[src/hw/rtl/tga_pixel_unpacker_top_macros.svh]
// Assertion macros for the targa pixel unpacker.
// Needs nothing else; define NO_ASSERTIONS to leave all checks out.
`ifndef TGA_PIXEL_UNPACKER_TOP_MACROS_SVH
`define TGA_PIXEL_UNPACKER_TOP_MACROS_SVH
`ifndef NO_ASSERTIONS
`define TGAPU_ASSERT(label, clk, rst_n, prop) \
    label: assert property (@(posedge clk) disable iff (!rst_n) (prop)) \
        else $error("tga_pixel_unpacker: assertion failed");
`define TGAPU_ASSERT_NEXT(label, clk, rst_n, ante, cons) \
    label: assert property (@(posedge clk) disable iff (!rst_n) (ante) |=> (cons)) \
        else $error("tga_pixel_unpacker: assertion failed");
`else
`define TGAPU_ASSERT(label, clk, rst_n, prop)
`define TGAPU_ASSERT_NEXT(label, clk, rst_n, ante, cons)
`endif
`endif

[src/hw/rtl/tgapu_pkg.sv]
// Shared types and constants of the targa pixel unpacker.
// Has no dependencies; used by tga_pixel_unpacker_top.
package tgapu_pkg;

    typedef logic [1:0] t_cfg_index;
    typedef logic [1:0] t_pixel_format;

    localparam t_cfg_index CFG_RLE_MODE     = 2'd0;
    localparam t_cfg_index CFG_PIXEL_FORMAT = 2'd1;
    localparam t_cfg_index CFG_IMAGE_WIDTH  = 2'd2;
    localparam t_cfg_index CFG_IMAGE_HEIGHT = 2'd3;

    localparam t_pixel_format FMT_RGB555 = 2'd0;
    localparam t_pixel_format FMT_BGR24  = 2'd1;
    localparam t_pixel_format FMT_BGRA32 = 2'd2;

    localparam int DIM_BITS = 15;

    // Packet headers at or above this value announce a run.
    localparam logic [7:0] RLE_RUN_FLAG = 8'd128;
    localparam logic [7:0] RLE_RUN_BIAS = 8'd127;

    typedef struct packed {
        logic [7:0] red;
        logic [7:0] green;
        logic [7:0] blue;
        logic [7:0] alpha;
        logic [7:0] repeat_count;
        logic       end_of_image;
    } t_result;

endpackage

[src/hw/rtl/tga_pixel_unpacker_top.sv]
// Targa pixel-data unpacker: raw BGR(A)/5-5-5 and RLE BGR(A) bytes to RGB(A) pixels.
// Depends on tgapu_pkg and tga_pixel_unpacker_top_macros.svh.
//
// Channel   Signals                                  Direction
// in        i_in_valid, o_in_ready, i_data_byte      byte request in
// out       o_out_valid, i_out_ready, o_red..o_end_of_image   pixel request out
// cfg       i_cfg_valid, o_cfg_ready, i_cfg_index, i_cfg_data register write in
//
// One byte is taken per clock unless the input side stalls. A byte is captured in the
// input register and then decoded into the result register, which presents the pixel.
// The saturated image size is registered on the same edge as a width or height write.
// A stalled output holds the result register and the input register; the input side
// stalls only when both are full.
// Synchronous reset clears the parser state and result register, not the input byte.
`include "tga_pixel_unpacker_top_macros.svh"

module tga_pixel_unpacker_top #(
    parameter int COUNT_BITS = 30
) (
    input  logic        i_clk,
    input  logic        i_rst_n,
    input  logic        i_in_valid,
    output logic        o_in_ready,
    input  logic [7:0]  i_data_byte,
    output logic        o_out_valid,
    input  logic        i_out_ready,
    output logic [7:0]  o_red,
    output logic [7:0]  o_green,
    output logic [7:0]  o_blue,
    output logic [7:0]  o_alpha,
    output logic [7:0]  o_repeat_count,
    output logic        o_end_of_image,
    input  logic        i_cfg_valid,
    output logic        o_cfg_ready,
    input  logic [1:0]  i_cfg_index,
    input  logic [14:0] i_cfg_data
);

    localparam int          EXT_BITS = 33;
    localparam logic [32:0] COUNT_LIMIT = (33'd1 << COUNT_BITS) - 33'd1;

    // Configuration registers.
    logic        r_rle_mode;
    logic [1:0]  r_pixel_format;
    logic [14:0] r_image_width;
    logic [14:0] r_image_height;

    // Image size, saturated and never zero.
    logic [COUNT_BITS-1:0] r_total;
    logic [14:0]           w_width_next;
    logic [14:0]           w_height_next;
    logic [29:0]           w_product;
    logic [32:0]           w_total_ext;

    // Input register.
    logic       r_in_valid;
    logic [7:0] r_in_byte;

    // Parser state.
    logic                  r_awaiting_header, n_awaiting_header;
    logic [7:0]            r_packet_remaining, n_packet_remaining;
    logic                  r_packet_is_run, n_packet_is_run;
    logic [1:0]            r_byte_position, n_byte_position;
    logic [7:0]            r_pixel_bytes [4];
    logic [7:0]            n_pixel_bytes [4];
    logic [COUNT_BITS-1:0] r_pixels_done, n_pixels_done;

    // Result register.
    logic                  r_out_valid;
    tgapu_pkg::t_result    r_out;
    tgapu_pkg::t_result    w_result;
    logic                  w_result_valid;

    logic                  w_advance;
    logic                  w_swallow;
    logic [2:0]            w_bytes_per_pixel;
    logic [15:0]           w_word;
    logic [COUNT_BITS-1:0] w_left;
    logic [7:0]            w_rep_raw;
    logic [7:0]            w_rep;
    logic                  w_eoi;
    logic                  w_eoi_taken;
    logic                  w_restarted;

    assign w_advance   = r_in_valid && (!r_out_valid || i_out_ready);
    assign o_in_ready  = !r_in_valid || w_advance;
    assign o_cfg_ready = 1'b1;
    assign w_swallow   = r_rle_mode && (r_pixel_format == tgapu_pkg::FMT_RGB555);

    // The size is taken from the values the registers hold after this edge.
    always_comb begin
        w_width_next  = r_image_width;
        w_height_next = r_image_height;
        if (i_cfg_valid && o_cfg_ready) begin
            if (i_cfg_index == tgapu_pkg::CFG_IMAGE_WIDTH) begin
                w_width_next = i_cfg_data;
            end
            if (i_cfg_index == tgapu_pkg::CFG_IMAGE_HEIGHT) begin
                w_height_next = i_cfg_data;
            end
        end
        w_product   = {15'd0, w_width_next} * {15'd0, w_height_next};
        w_total_ext = EXT_BITS'(w_product);
        if (w_total_ext > COUNT_LIMIT) begin
            w_total_ext = COUNT_LIMIT;
        end
        if (w_total_ext == '0) begin
            w_total_ext = 33'd1;
        end
    end

    always_comb begin
        unique case (r_pixel_format)
            tgapu_pkg::FMT_RGB555: w_bytes_per_pixel = 3'd2;
            tgapu_pkg::FMT_BGR24:  w_bytes_per_pixel = 3'd3;
            default:               w_bytes_per_pixel = 3'd4;
        endcase
    end

    // Remaining pixels of the image and the clipped repeat count.
    always_comb begin
        w_left = (r_pixels_done < r_total) ? (r_total - r_pixels_done)
                                           : COUNT_BITS'(1);
        w_rep_raw = (r_rle_mode && r_packet_is_run) ? r_packet_remaining : 8'd1;
        if (w_rep_raw == 8'd0) begin
            w_rep_raw = 8'd1;
        end
        w_rep = (COUNT_BITS'(w_rep_raw) > w_left) ? w_left[7:0] : w_rep_raw;
        w_eoi = (COUNT_BITS'(w_rep) == w_left);
    end

    always_comb begin
        n_awaiting_header  = r_awaiting_header;
        n_packet_remaining = r_packet_remaining;
        n_packet_is_run    = r_packet_is_run;
        n_byte_position    = r_byte_position;
        n_pixels_done      = r_pixels_done;
        n_pixel_bytes      = r_pixel_bytes;
        w_result_valid     = 1'b0;
        w_result           = '0;
        w_word             = '0;

        if (w_swallow) begin
            // Run-length coding of 5-5-5 pixels is not handled; bytes are dropped.
        end else if (r_rle_mode && r_awaiting_header) begin
            if (r_in_byte < tgapu_pkg::RLE_RUN_FLAG) begin
                n_packet_is_run    = 1'b0;
                n_packet_remaining = r_in_byte + 8'd1;
            end else begin
                n_packet_is_run    = 1'b1;
                n_packet_remaining = r_in_byte - tgapu_pkg::RLE_RUN_BIAS;
            end
            n_awaiting_header = 1'b0;
            n_byte_position   = 2'd0;
        end else begin
            n_pixel_bytes[r_byte_position] = r_in_byte;
            if (({1'b0, r_byte_position} + 3'd1) < w_bytes_per_pixel) begin
                n_byte_position = r_byte_position + 2'd1;
            end else begin
                n_byte_position = 2'd0;
                w_result_valid  = 1'b1;
                w_word          = {n_pixel_bytes[1], n_pixel_bytes[0]};
                if (r_pixel_format == tgapu_pkg::FMT_RGB555) begin
                    w_result.blue  = {w_word[4:0], 3'd0};
                    w_result.green = {w_word[9:5], 3'd0};
                    w_result.red   = {w_word[14:10], 3'd0};
                    w_result.alpha = 8'd0;
                end else begin
                    w_result.red   = n_pixel_bytes[2];
                    w_result.green = n_pixel_bytes[1];
                    w_result.blue  = n_pixel_bytes[0];
                    w_result.alpha = (r_pixel_format == tgapu_pkg::FMT_BGR24)
                                     ? 8'd0 : n_pixel_bytes[3];
                end
                w_result.repeat_count = w_rep;
                w_result.end_of_image = w_eoi;
                n_pixels_done = r_pixels_done + COUNT_BITS'(w_rep);

                if (r_rle_mode) begin
                    if (r_packet_is_run || r_packet_remaining <= 8'd1) begin
                        n_packet_remaining = 8'd0;
                    end else begin
                        n_packet_remaining = r_packet_remaining - 8'd1;
                    end
                    if (n_packet_remaining == 8'd0) begin
                        n_awaiting_header = 1'b1;
                    end
                end

                // The pixel that completes the image restarts the parser.
                if (w_eoi) begin
                    n_pixels_done      = '0;
                    n_awaiting_header  = 1'b1;
                    n_packet_remaining = 8'd0;
                    n_packet_is_run    = 1'b0;
                end
            end
        end
    end

    always_ff @(posedge i_clk) begin
        if (!i_rst_n) begin
            r_rle_mode     <= 1'b0;
            r_pixel_format <= tgapu_pkg::FMT_BGR24;
            r_image_width  <= 15'd1;
            r_image_height <= 15'd1;
            r_total        <= COUNT_BITS'(1);
        end else begin
            r_total <= w_total_ext[COUNT_BITS-1:0];
            if (i_cfg_valid && o_cfg_ready) begin
                unique case (i_cfg_index)
                    tgapu_pkg::CFG_RLE_MODE:     r_rle_mode     <= i_cfg_data[0];
                    tgapu_pkg::CFG_PIXEL_FORMAT: r_pixel_format <= i_cfg_data[1:0];
                    tgapu_pkg::CFG_IMAGE_WIDTH:  r_image_width  <= i_cfg_data;
                    tgapu_pkg::CFG_IMAGE_HEIGHT: r_image_height <= i_cfg_data;
                    default: ;
                endcase
            end
        end
    end

    always_ff @(posedge i_clk) begin
        if (!i_rst_n) begin
            r_in_valid         <= 1'b0;
            r_out_valid        <= 1'b0;
            r_awaiting_header  <= 1'b1;
            r_packet_remaining <= 8'd0;
            r_packet_is_run    <= 1'b0;
            r_byte_position    <= 2'd0;
            r_pixels_done      <= '0;
            r_pixel_bytes      <= '{default: 8'd0};
            r_out              <= '0;
        end else begin
            if (o_in_ready) begin
                r_in_valid <= i_in_valid;
            end
            if (w_advance) begin
                r_out_valid        <= w_result_valid;
                r_awaiting_header  <= n_awaiting_header;
                r_packet_remaining <= n_packet_remaining;
                r_packet_is_run    <= n_packet_is_run;
                r_byte_position    <= n_byte_position;
                r_pixels_done      <= n_pixels_done;
                r_pixel_bytes      <= n_pixel_bytes;
                if (w_result_valid) begin
                    r_out <= w_result;
                end
            end else if (i_out_ready) begin
                r_out_valid <= 1'b0;
            end
        end
    end

    always_ff @(posedge i_clk) begin
        if (i_in_valid && o_in_ready) begin
            r_in_byte <= i_data_byte;
        end
    end

    assign o_out_valid    = r_out_valid;
    assign o_red          = r_out.red;
    assign o_green        = r_out.green;
    assign o_blue         = r_out.blue;
    assign o_alpha        = r_out.alpha;
    assign o_repeat_count = r_out.repeat_count;
    assign o_end_of_image = r_out.end_of_image;

    assign w_eoi_taken = w_advance && w_result_valid && w_eoi;
    assign w_restarted = (r_pixels_done == '0) && r_awaiting_header;

    // A result never carries a zero repeat count.
    `TGAPU_ASSERT(a_rep_nonzero, i_clk, i_rst_n, !o_out_valid || (o_repeat_count != 8'd0))
    // The pixel that ends the image resets the count and rearms the header parser.
    `TGAPU_ASSERT_NEXT(a_eoi_restart, i_clk, i_rst_n, w_eoi_taken, w_restarted)
    // Dropped bytes leave no result behind.
    `TGAPU_ASSERT_NEXT(a_swallow_quiet, i_clk, i_rst_n, w_advance && w_swallow, !r_out_valid)
    // A held byte stays in the input register until it is decoded.
    `TGAPU_ASSERT_NEXT(a_in_held, i_clk, i_rst_n, !o_in_ready, r_in_valid && $stable(r_in_byte))

endmodule

[config.mk]
export PLATFORM = sky130hd
export DESIGN_NAME = tga_pixel_unpacker_top
export DESIGN_NICKNAME = d
export VERILOG_FILES = /design/src/hw/rtl/tgapu_pkg.sv /design/src/hw/rtl/tga_pixel_unpacker_top.sv
export VERILOG_INCLUDE_DIRS = /design/src /design/src/hw/rtl
export SDC_FILE = /design/constraint.sdc
export NUM_CORES = 1
export LEC_CHECK = 0
export ABC_AREA = 1
export BUFFER_PORTS_ARGS = -buffer_cell sky130_fd_sc_hd__buf_2
export CORE_ASPECT_RATIO = 2
export CORE_MARGIN = 4
export CORE_UTILIZATION = 30
export DETAILED_ROUTE_END_ITERATION = 10
export PLACE_DENSITY = 0.57
export SLEW_MARGIN = 10
export SYNTH_ARGS = -nofsm -noshare
export SYNTH_HDL_FRONTEND = slang
export SYNTH_SLANG_ARGS = --single-unit
[constraint.sdc]
create_clock -name i_clk -period 9.7 [get_ports i_clk]
set_input_delay 1.94 -clock i_clk [delete_from_list [all_inputs] [get_ports i_clk]]
set_output_delay 1.94 -clock i_clk [all_outputs]
set_load 0.005 [all_outputs]
==> flow_summary_export.csv, run 1 <==
group,metric,value,unit
cts,cts.sinks,188,
floorplan,die_h,360,um
worst_hold_path,hp-class,"reg -> reg",
global_route,grt.total_usage,18.0,%
worst_setup_path,crit_fanout,28,
finish,layout_commonest_cell,"nand2_1",
cts,htreeDepth,4,
yosys,syn_avg_cell_area,7.02,sq um
drt,drt_first_pass_iters,5,
floorplan,initial_utilization,30.4,%
finish,antennaDiodeCount,0,
worst_setup_path,start_kind,"input port",
drt,wire_per_inst,17.0,um
power_and_ir_drop,worst_ir_drop_vdd,0.138,mV
timing,hold_slack,0.450,ns
timing,min_period_over_period,92.0,%
timing,fin_tns_setup,0,ns
finish,drive_gt1_share,8.23,%
drt,final_antenna_net_count,0,
placement,port_buffers,72,
timing,slew_violations,0,
drt,route.detailed.drc,0,
timing,final_hold_viol_count,0,
cts,cts_buffers,17,
cts,clk_latency,0.46,ns
worst_setup_path,crit_slowest_cell,"fa_1",
yosys,ys_types,53,
finish,instances_no_fill,3490,
timing,finalCriticalPeriod,8.92,ns
worst_setup_path,critPathKind,"in -> reg",
global_route,grt_pass1_wl,93.5,mm
timing,fmax,112,MHz
floorplan,ioPinCount,74,
floorplan,core_area,61000,sq um
power_and_ir_drop,p_per_area,181,nW/um^2
finish,nets,3045,
global_route,grt_max_degree,82,
placement,hpwl,49.2,mm
finish,nFillCells,6651,
yosys,synth-edff-count,8,
worst_setup_path,setup.worst_path.end_class,"register",
cts,clk_pin_slew,0.08,ns
global_route,grt_pass1_vias,17400,
timing,skew,0.0226,ns
cts,clk_root_buffer_cell,"clkbuf_16",
drt,postRouteWirelength,59.4,mm
global_route,overflow,0,
global_route,antenna_found_initial,0,
worst_setup_path,critPathTopFamily,"adder cells",
cts,cts_max_path_buffers,2,
drt,num_vias,16600,
worst_setup_path,crit_buf_inv,13,
power_and_ir_drop,power,3.70,mW
finish,area_growth,10.4,%
finish,final_cell_mix,"nand2_1, inv_1, nor2_1, dfxtp_1, fa_1",
run_status,outcome,"finished clean",
timing,tightestPinTransition,1.02,ns
floorplan,die_w,184,um
yosys,syn_nets,2989,
yosys,synth-seq-cells,188,
yosys,yosysWarnings,0,
placement,globalplace.congestion,0.975,
timing,rsz0062_at_grt,"no",
drt,viasPerCell,4.77,
timing,fin_ws,0.778,ns
placement,placed_cells,3458,
worst_setup_path,required,10.03,ns
yosys,yosysSeqAreaShare,20.7,%
floorplan,rows,128,
drt,first_iter_violations,738,
worst_setup_path,critPathMaxStageDelay,0.53,ns
floorplan,die_area,66100,sq um
placement,pre_cts_ws,0.135,ns
yosys,syn_area,18500,sq um
yosys,async_flop_share,0,%
timing,slew_headroom,31.8,%
power_and_ir_drop,p_leak,10.6,nW
timing,setup_viol,0,
cts,hold_buffers,0,
yosys,synth_ff_type,"dfxtp_1",
worst_setup_path,cpMostUsedCell,"inv_1",
cts,cts_tree,"built",
yosys,syn-instance-count,2641,
worst_setup_path,cp_data_arrival_time,9.25,ns
flow_run,cap_violations,0,
-- path summary, 6_finish.rpt --
check                           slack [ns]                 to              from  cells past startpoint
worst min register to register        0.45   r_pixel_bytes[4]  r_pixel_bytes[4]                      2
worst max register to register        2.46  r_pixels_done[28]        r_total[0]                     45
worst max-delay path                  0.78        r_total[14]    i_cfg_index[0]                     34
worst min-delay path                  0.45   r_pixel_bytes[4]  r_pixel_bytes[4]                      2
-- cell type report --
cell class                 count  area [sq um]  share of cell area, %
multi-input combinational   1863         12400                   60.7
sequential                   188          3840                   18.8
inverter                     514          1930                   9.44
tap                          780           976                   4.77
timing repair buffer         113           706                   3.45
clock buffer                  21           470                   2.30
clock inverter                11           118                  0.575
-- where the power goes --
group / switching (mW) / leakage, nW / internal [mW]
clock network: 0.352 / 0.287 / 0.363
logic: 1.41 / 8.76 / 0.708
registers: 0.0297 / 1.55 / 0.838
total: 1.79 / 10.6 / 1.91
-- logic make-up (layout without fill, tap and decap cells) --
| kind of cell | after synthesis | after routing | synth area share (%) |
|---|---|---|---|
| multiplexers | 2 | 2 | 0.108 |
| adder cells (fa/ha/maj) | 318 | 318 | 28.3 |
| AO/OA/AOI/OAI | 327 | 327 | 9.69 |
| flip-flops | 188 | 188 | 20.7 |
| buffers and inverters | 590 | 659 | 12.3 |
| XOR/XNOR | 58 | 58 | 2.74 |
| other | 1 | 1 | 0.0202 |
| AND/OR/NAND/NOR | 1157 | 1157 | 26.1 |
-- tightest hold or removal path, cell delays in order (launching register included) --
cell	delay [ns]
dfxtp_1	0.30
inv_1	0.05
a21oi_1	0.05
-- metrics by stage --
stage	utilization (%)	cell area (sq um)
2_1_floorplan	-	18500
3_5_place_dp	32.6	19900
6_report	33.5	20500
4_1_cts	33.5	20500
3_3_place_gp	32.6	19900
5_1_grt	33.5	20500
-- synth_stat cells, types with 2 or more instances --
cell | number | area, sq um
clkbuf_1 | 62 | 233
xor2_1 | 36 | 315
mux2i_1 | 2 | 20.0
nand2_1 | 544 | 2040
inv_2 | 9 | 33.8
ha_1 | 149 | 1860
nand3b_1 | 10 | 75.1
o21ai_2 | 2 | 17.5
a211oi_1 | 23 | 173
nand3_1 | 79 | 395
fa_1 | 169 | 3380
dfxtp_1 | 180 | 3600
xnor2_1 | 22 | 193
o211ai_1 | 3 | 22.5
nor2_1 | 398 | 1490
o21ai_1 | 15 | 75.1
nor3_2 | 2 | 20.0
and2_1 | 4 | 25.0
nor4_1 | 8 | 50.1
edfxtp_1 | 8 | 240
a31o_2 | 2 | 17.5
o21ai_0 | 136 | 681
clkinv_1 | 5 | 18.8
a31oi_1 | 3 | 18.8
a21o_1 | 4 | 30.0
or2_2 | 17 | 106
o211a_1 | 4 | 40.0
buf_6 | 5 | 56.3
nand3_2 | 6 | 60.1
nor2_2 | 18 | 113
nor3b_1 | 3 | 22.5
nand2_2 | 13 | 81.3
nor3_1 | 22 | 110
buf_2 | 6 | 30.0
nand2_4 | 4 | 45.0
a21oi_1 | 120 | 601
inv_1 | 498 | 1870
nand4_1 | 27 | 169
a32oi_1 | 5 | 43.8
o21bai_1 | 5 | 37.5
-- state kept, by name, indices dropped and copies added, names as in the netlist --
name                flops
r_rle_mode              1
o_repeat_count          8
o_end_of_image          1
r_packet_remaining      8
r_pixel_bytes          32
o_green                 8
r_image_height         15
r_awaiting_header       1
o_blue                  8
r_image_width          15
r_packet_is_run         1
r_pixel_format          2
o_red                   8
r_in_byte               8
r_in_valid              1
o_alpha                 8
r_total                30
r_pixels_done          30
r_byte_position         2
o_out_valid             1
-- per-layer routing --
layer | GRT usage, % | part of all wire (%)
met1 | 18.3 | 36
met2 | 35.0 | 55
met3 | 1.41 | 2.4
met4 | 10.7 | 6.5
met5 | 0 | 0
-- timing repair --
| item | CTS | global route |
|---|---|---|
| buffers inserted | 0 | 0 |
| resized for setup | 0 | 1 |
| setup endpoints to repair | 0 | 5 |
Power figures use the tool's default switching activity.
==> inputs of run 2 (changes only) <==
- PLACE_DENSITY: 0.57 -> not set
- PLACE_DENSITY_LB_ADDON: not set -> 0.15
==> run 2 against run 1 <==
Compared with the run above:
- total power rose by 3.6%
- combinational power rose by 2%
- cell area rose by 0.56%
- largest power group unchanged
- core utilization rose by 0.19 points
- critical path depth fell by 5
- wire length rose by 7.4%
- register-to-register slack got worse by 0.27 ns
==> flow_summary_export.csv, run 2 (synthesis results as in run 1) <==
group,metric,value,unit
run_status,outcome,"finished clean",
finish,final_cell_mix,"nand2_1, inv_1, nor2_1, dfxtp_1, fa_1",
worst_setup_path,crit_end,"r_total[8]",
cts,clk_root_buffer_cell,"clkbuf_16",
worst_hold_path,hp-class,"reg -> reg",
floorplan,rows,128,
drt,viasPerCell,4.72,
cts,cts.sinks,188,
timing,finalCriticalPeriod,9.14,ns
timing,slew_headroom,38.3,%
finish,antennaDiodeCount,0,
finish,largest_reg_flops,32,
worst_setup_path,critPathMaxStageDelay,0.58,ns
worst_setup_path,r2r-start,"r_pixels_done[10]",
timing,setup_viol,0,
cts,post_cts_resized,0,
floorplan,die_h,360,um
worst_setup_path,cpMostUsedCell,"fa_1",
finish,layout_commonest_cell,"nand2_1",
timing,fmax,109,MHz
floorplan,die_area,66100,sq um
placement,globalplace.congestion,0.925,
timing,fin_ws,0.563,ns
drt,first_iter_violations,868,
worst_setup_path,crit_buf_inv,6,
floorplan,die_w,184,um
global_route,antenna_found_initial,1,
floorplan,core_area,61000,sq um
worst_setup_path,critPathLaunch,"i_cfg_valid",
placement,pre_cts_ws,0.103,ns
global_route,overflow,0,
worst_setup_path,crit_fanout,28,
worst_setup_path,r2r_slack,2.19,ns
worst_setup_path,rr_endpoint,"r_pixels_done[27]",
worst_setup_path,start_kind,"input port",
cts,cts_max_path_buffers,2,
worst_setup_path,cp_num_cells,29,
cts,clk_pin_slew,0.09,ns
worst_setup_path,critPathKind,"in -> reg",
floorplan,initial_utilization,30.4,%
cts,cts_setup_buffers,0,
finish,ff_latch_area,3840,sq um
cts,hold_buffers,0,
worst_setup_path,r2r_cells,40,
drt,num_vias,16500,
worst_setup_path,critPathTopFamily,"adder cells",
timing,slew_violations,0,
drt,postRouteWirelength,63.7,mm
drt,route.detailed.drc,0,
worst_setup_path,crit_slowest_cell,"fa_1",
cts,cts_buffers,17,
drt,final_antenna_net_count,0,
cts,htreeDepth,4,
floorplan,ioPinCount,74,
global_route,grt_pass1_vias,17600,
cts,cts_tree,"built",
flow_run,cap_violations,0,
power_and_ir_drop,p_leak,10.6,nW
global_route,grt.total_usage,19.5,%
worst_setup_path,required,10.05,ns
power_and_ir_drop,p_per_area,186,nW/um^2
timing,fin_tns_setup,0,ns
finish,drive_gt1_share,8.54,%
finish,multiInputGateArea,12400,sq um
timing,rsz0062_at_grt,"no",
global_route,grt_pass1_wl,98.9,mm
power_and_ir_drop,worst_ir_drop_vdd,0.155,mV
drt,wire_per_inst,18.2,um
cts,clk_latency,0.50,ns
worst_setup_path,setup.worst_path.end_class,"register",
timing,skew,0.0336,ns
placement,hpwl,52.9,mm
global_route,grt_max_degree,58,
finish,nets,3053,
timing,tightestPinTransition,0.924,ns
drt,drt_first_pass_iters,5,
timing,min_period_over_period,94.2,%
finish,top_register,"r_pixel_bytes",
worst_setup_path,cp_data_arrival_time,9.49,ns
finish,nFillCells,6698,
finish,area_growth,11.0,%
placement,port_buffers,72,
timing,final_hold_viol_count,0,
finish,reg_top3,"r_pixel_bytes (32), r_pixels_done (30), r_total (30)",
-- run 2: changes by cell type in the layout (fill, tap and decap cells not counted), moves of 2 or more --
cell	change
buf_4	+9
clkinv_8	+5
clkbuf_8	-3
inv_12	+3
inv_6	-3
inv_8	-2
-- run 2: how the worst min path moves through the flow --
stage / start / endpoint / slack (ns) / depth (start not counted)
finish: r_pixel_bytes[11] / r_pixel_bytes[11] / 0.45 / 2
global route: r_pixel_bytes[10] / r_pixel_bytes[10] / 0.48 / 2
CTS: r_pixel_bytes[30] / r_pixel_bytes[30] / 0.45 / 2
detailed placement: r_pixel_bytes[10] / r_pixel_bytes[10] / 0.44 / 2
global placement: r_pixel_bytes[17] / r_pixel_bytes[17] / 0.43 / 2
floorplan: r_pixel_bytes[0] / r_pixel_bytes[0] / 0.42 / 2
-- run 2: power by group --
part	internal (mW)	switching [mW]
combinational	0.725	1.44
sequential	0.838	0.0376
clock	0.382	0.406
total	1.95	1.88
-- run 2: worst register-to-register path, delay by kind of cell (launching register included) --
| family | cells | cell delay [ns] |
|---|---|---|
| adder cells (fa/ha/maj) | 3 | 1.02 |
| buffers and inverters | 5 | 0.47 |
| flip-flops | 1 | 0.35 |
| AND/OR/NAND/NOR | 29 | 4.45 |
| AO/OA/AOI/OAI | 3 | 1.09 |
-- run 2: layer usage --
| metal | wire (um) | track usage [%] | up-vias |
|---|---|---|---|
| met5 | 0 | 0 | - |
| met4 | 4080 | 11.1 | 0 |
| met3 | 1260 | 1.67 | 135 |
| met2 | 36600 | 39.7 | 304 |
| met1 | 21800 | 18.4 | 7807 |
| li1 | - | - | 8258 |
-- run 2: layout make-up --
type,instances,area share [%]
flip-flops and latches,188,18.7
multi-input cells,1863,60.3
repair buffers,121,3.66
clock inverters,15,1.12
well taps,780,4.74
clock buffers,17,2.07
inverters,514,9.39
-- run 2: metrics by stage --
stage          hold WS (ns)  instance area (sq um)  utilization, %  total power, mW  std cells
2_1_floorplan         0.424                  18500               -             2.47       2641
5_1_grt               0.477                  20600            33.7             4.19       3498
3_3_place_gp          0.435                  19900            32.7             3.07       3466
3_5_place_dp          0.441                  19900            32.7             3.08       3466
4_1_cts               0.455                  20600            33.7             3.90       3498
6_report              0.453                  20600            33.7             3.83       3498
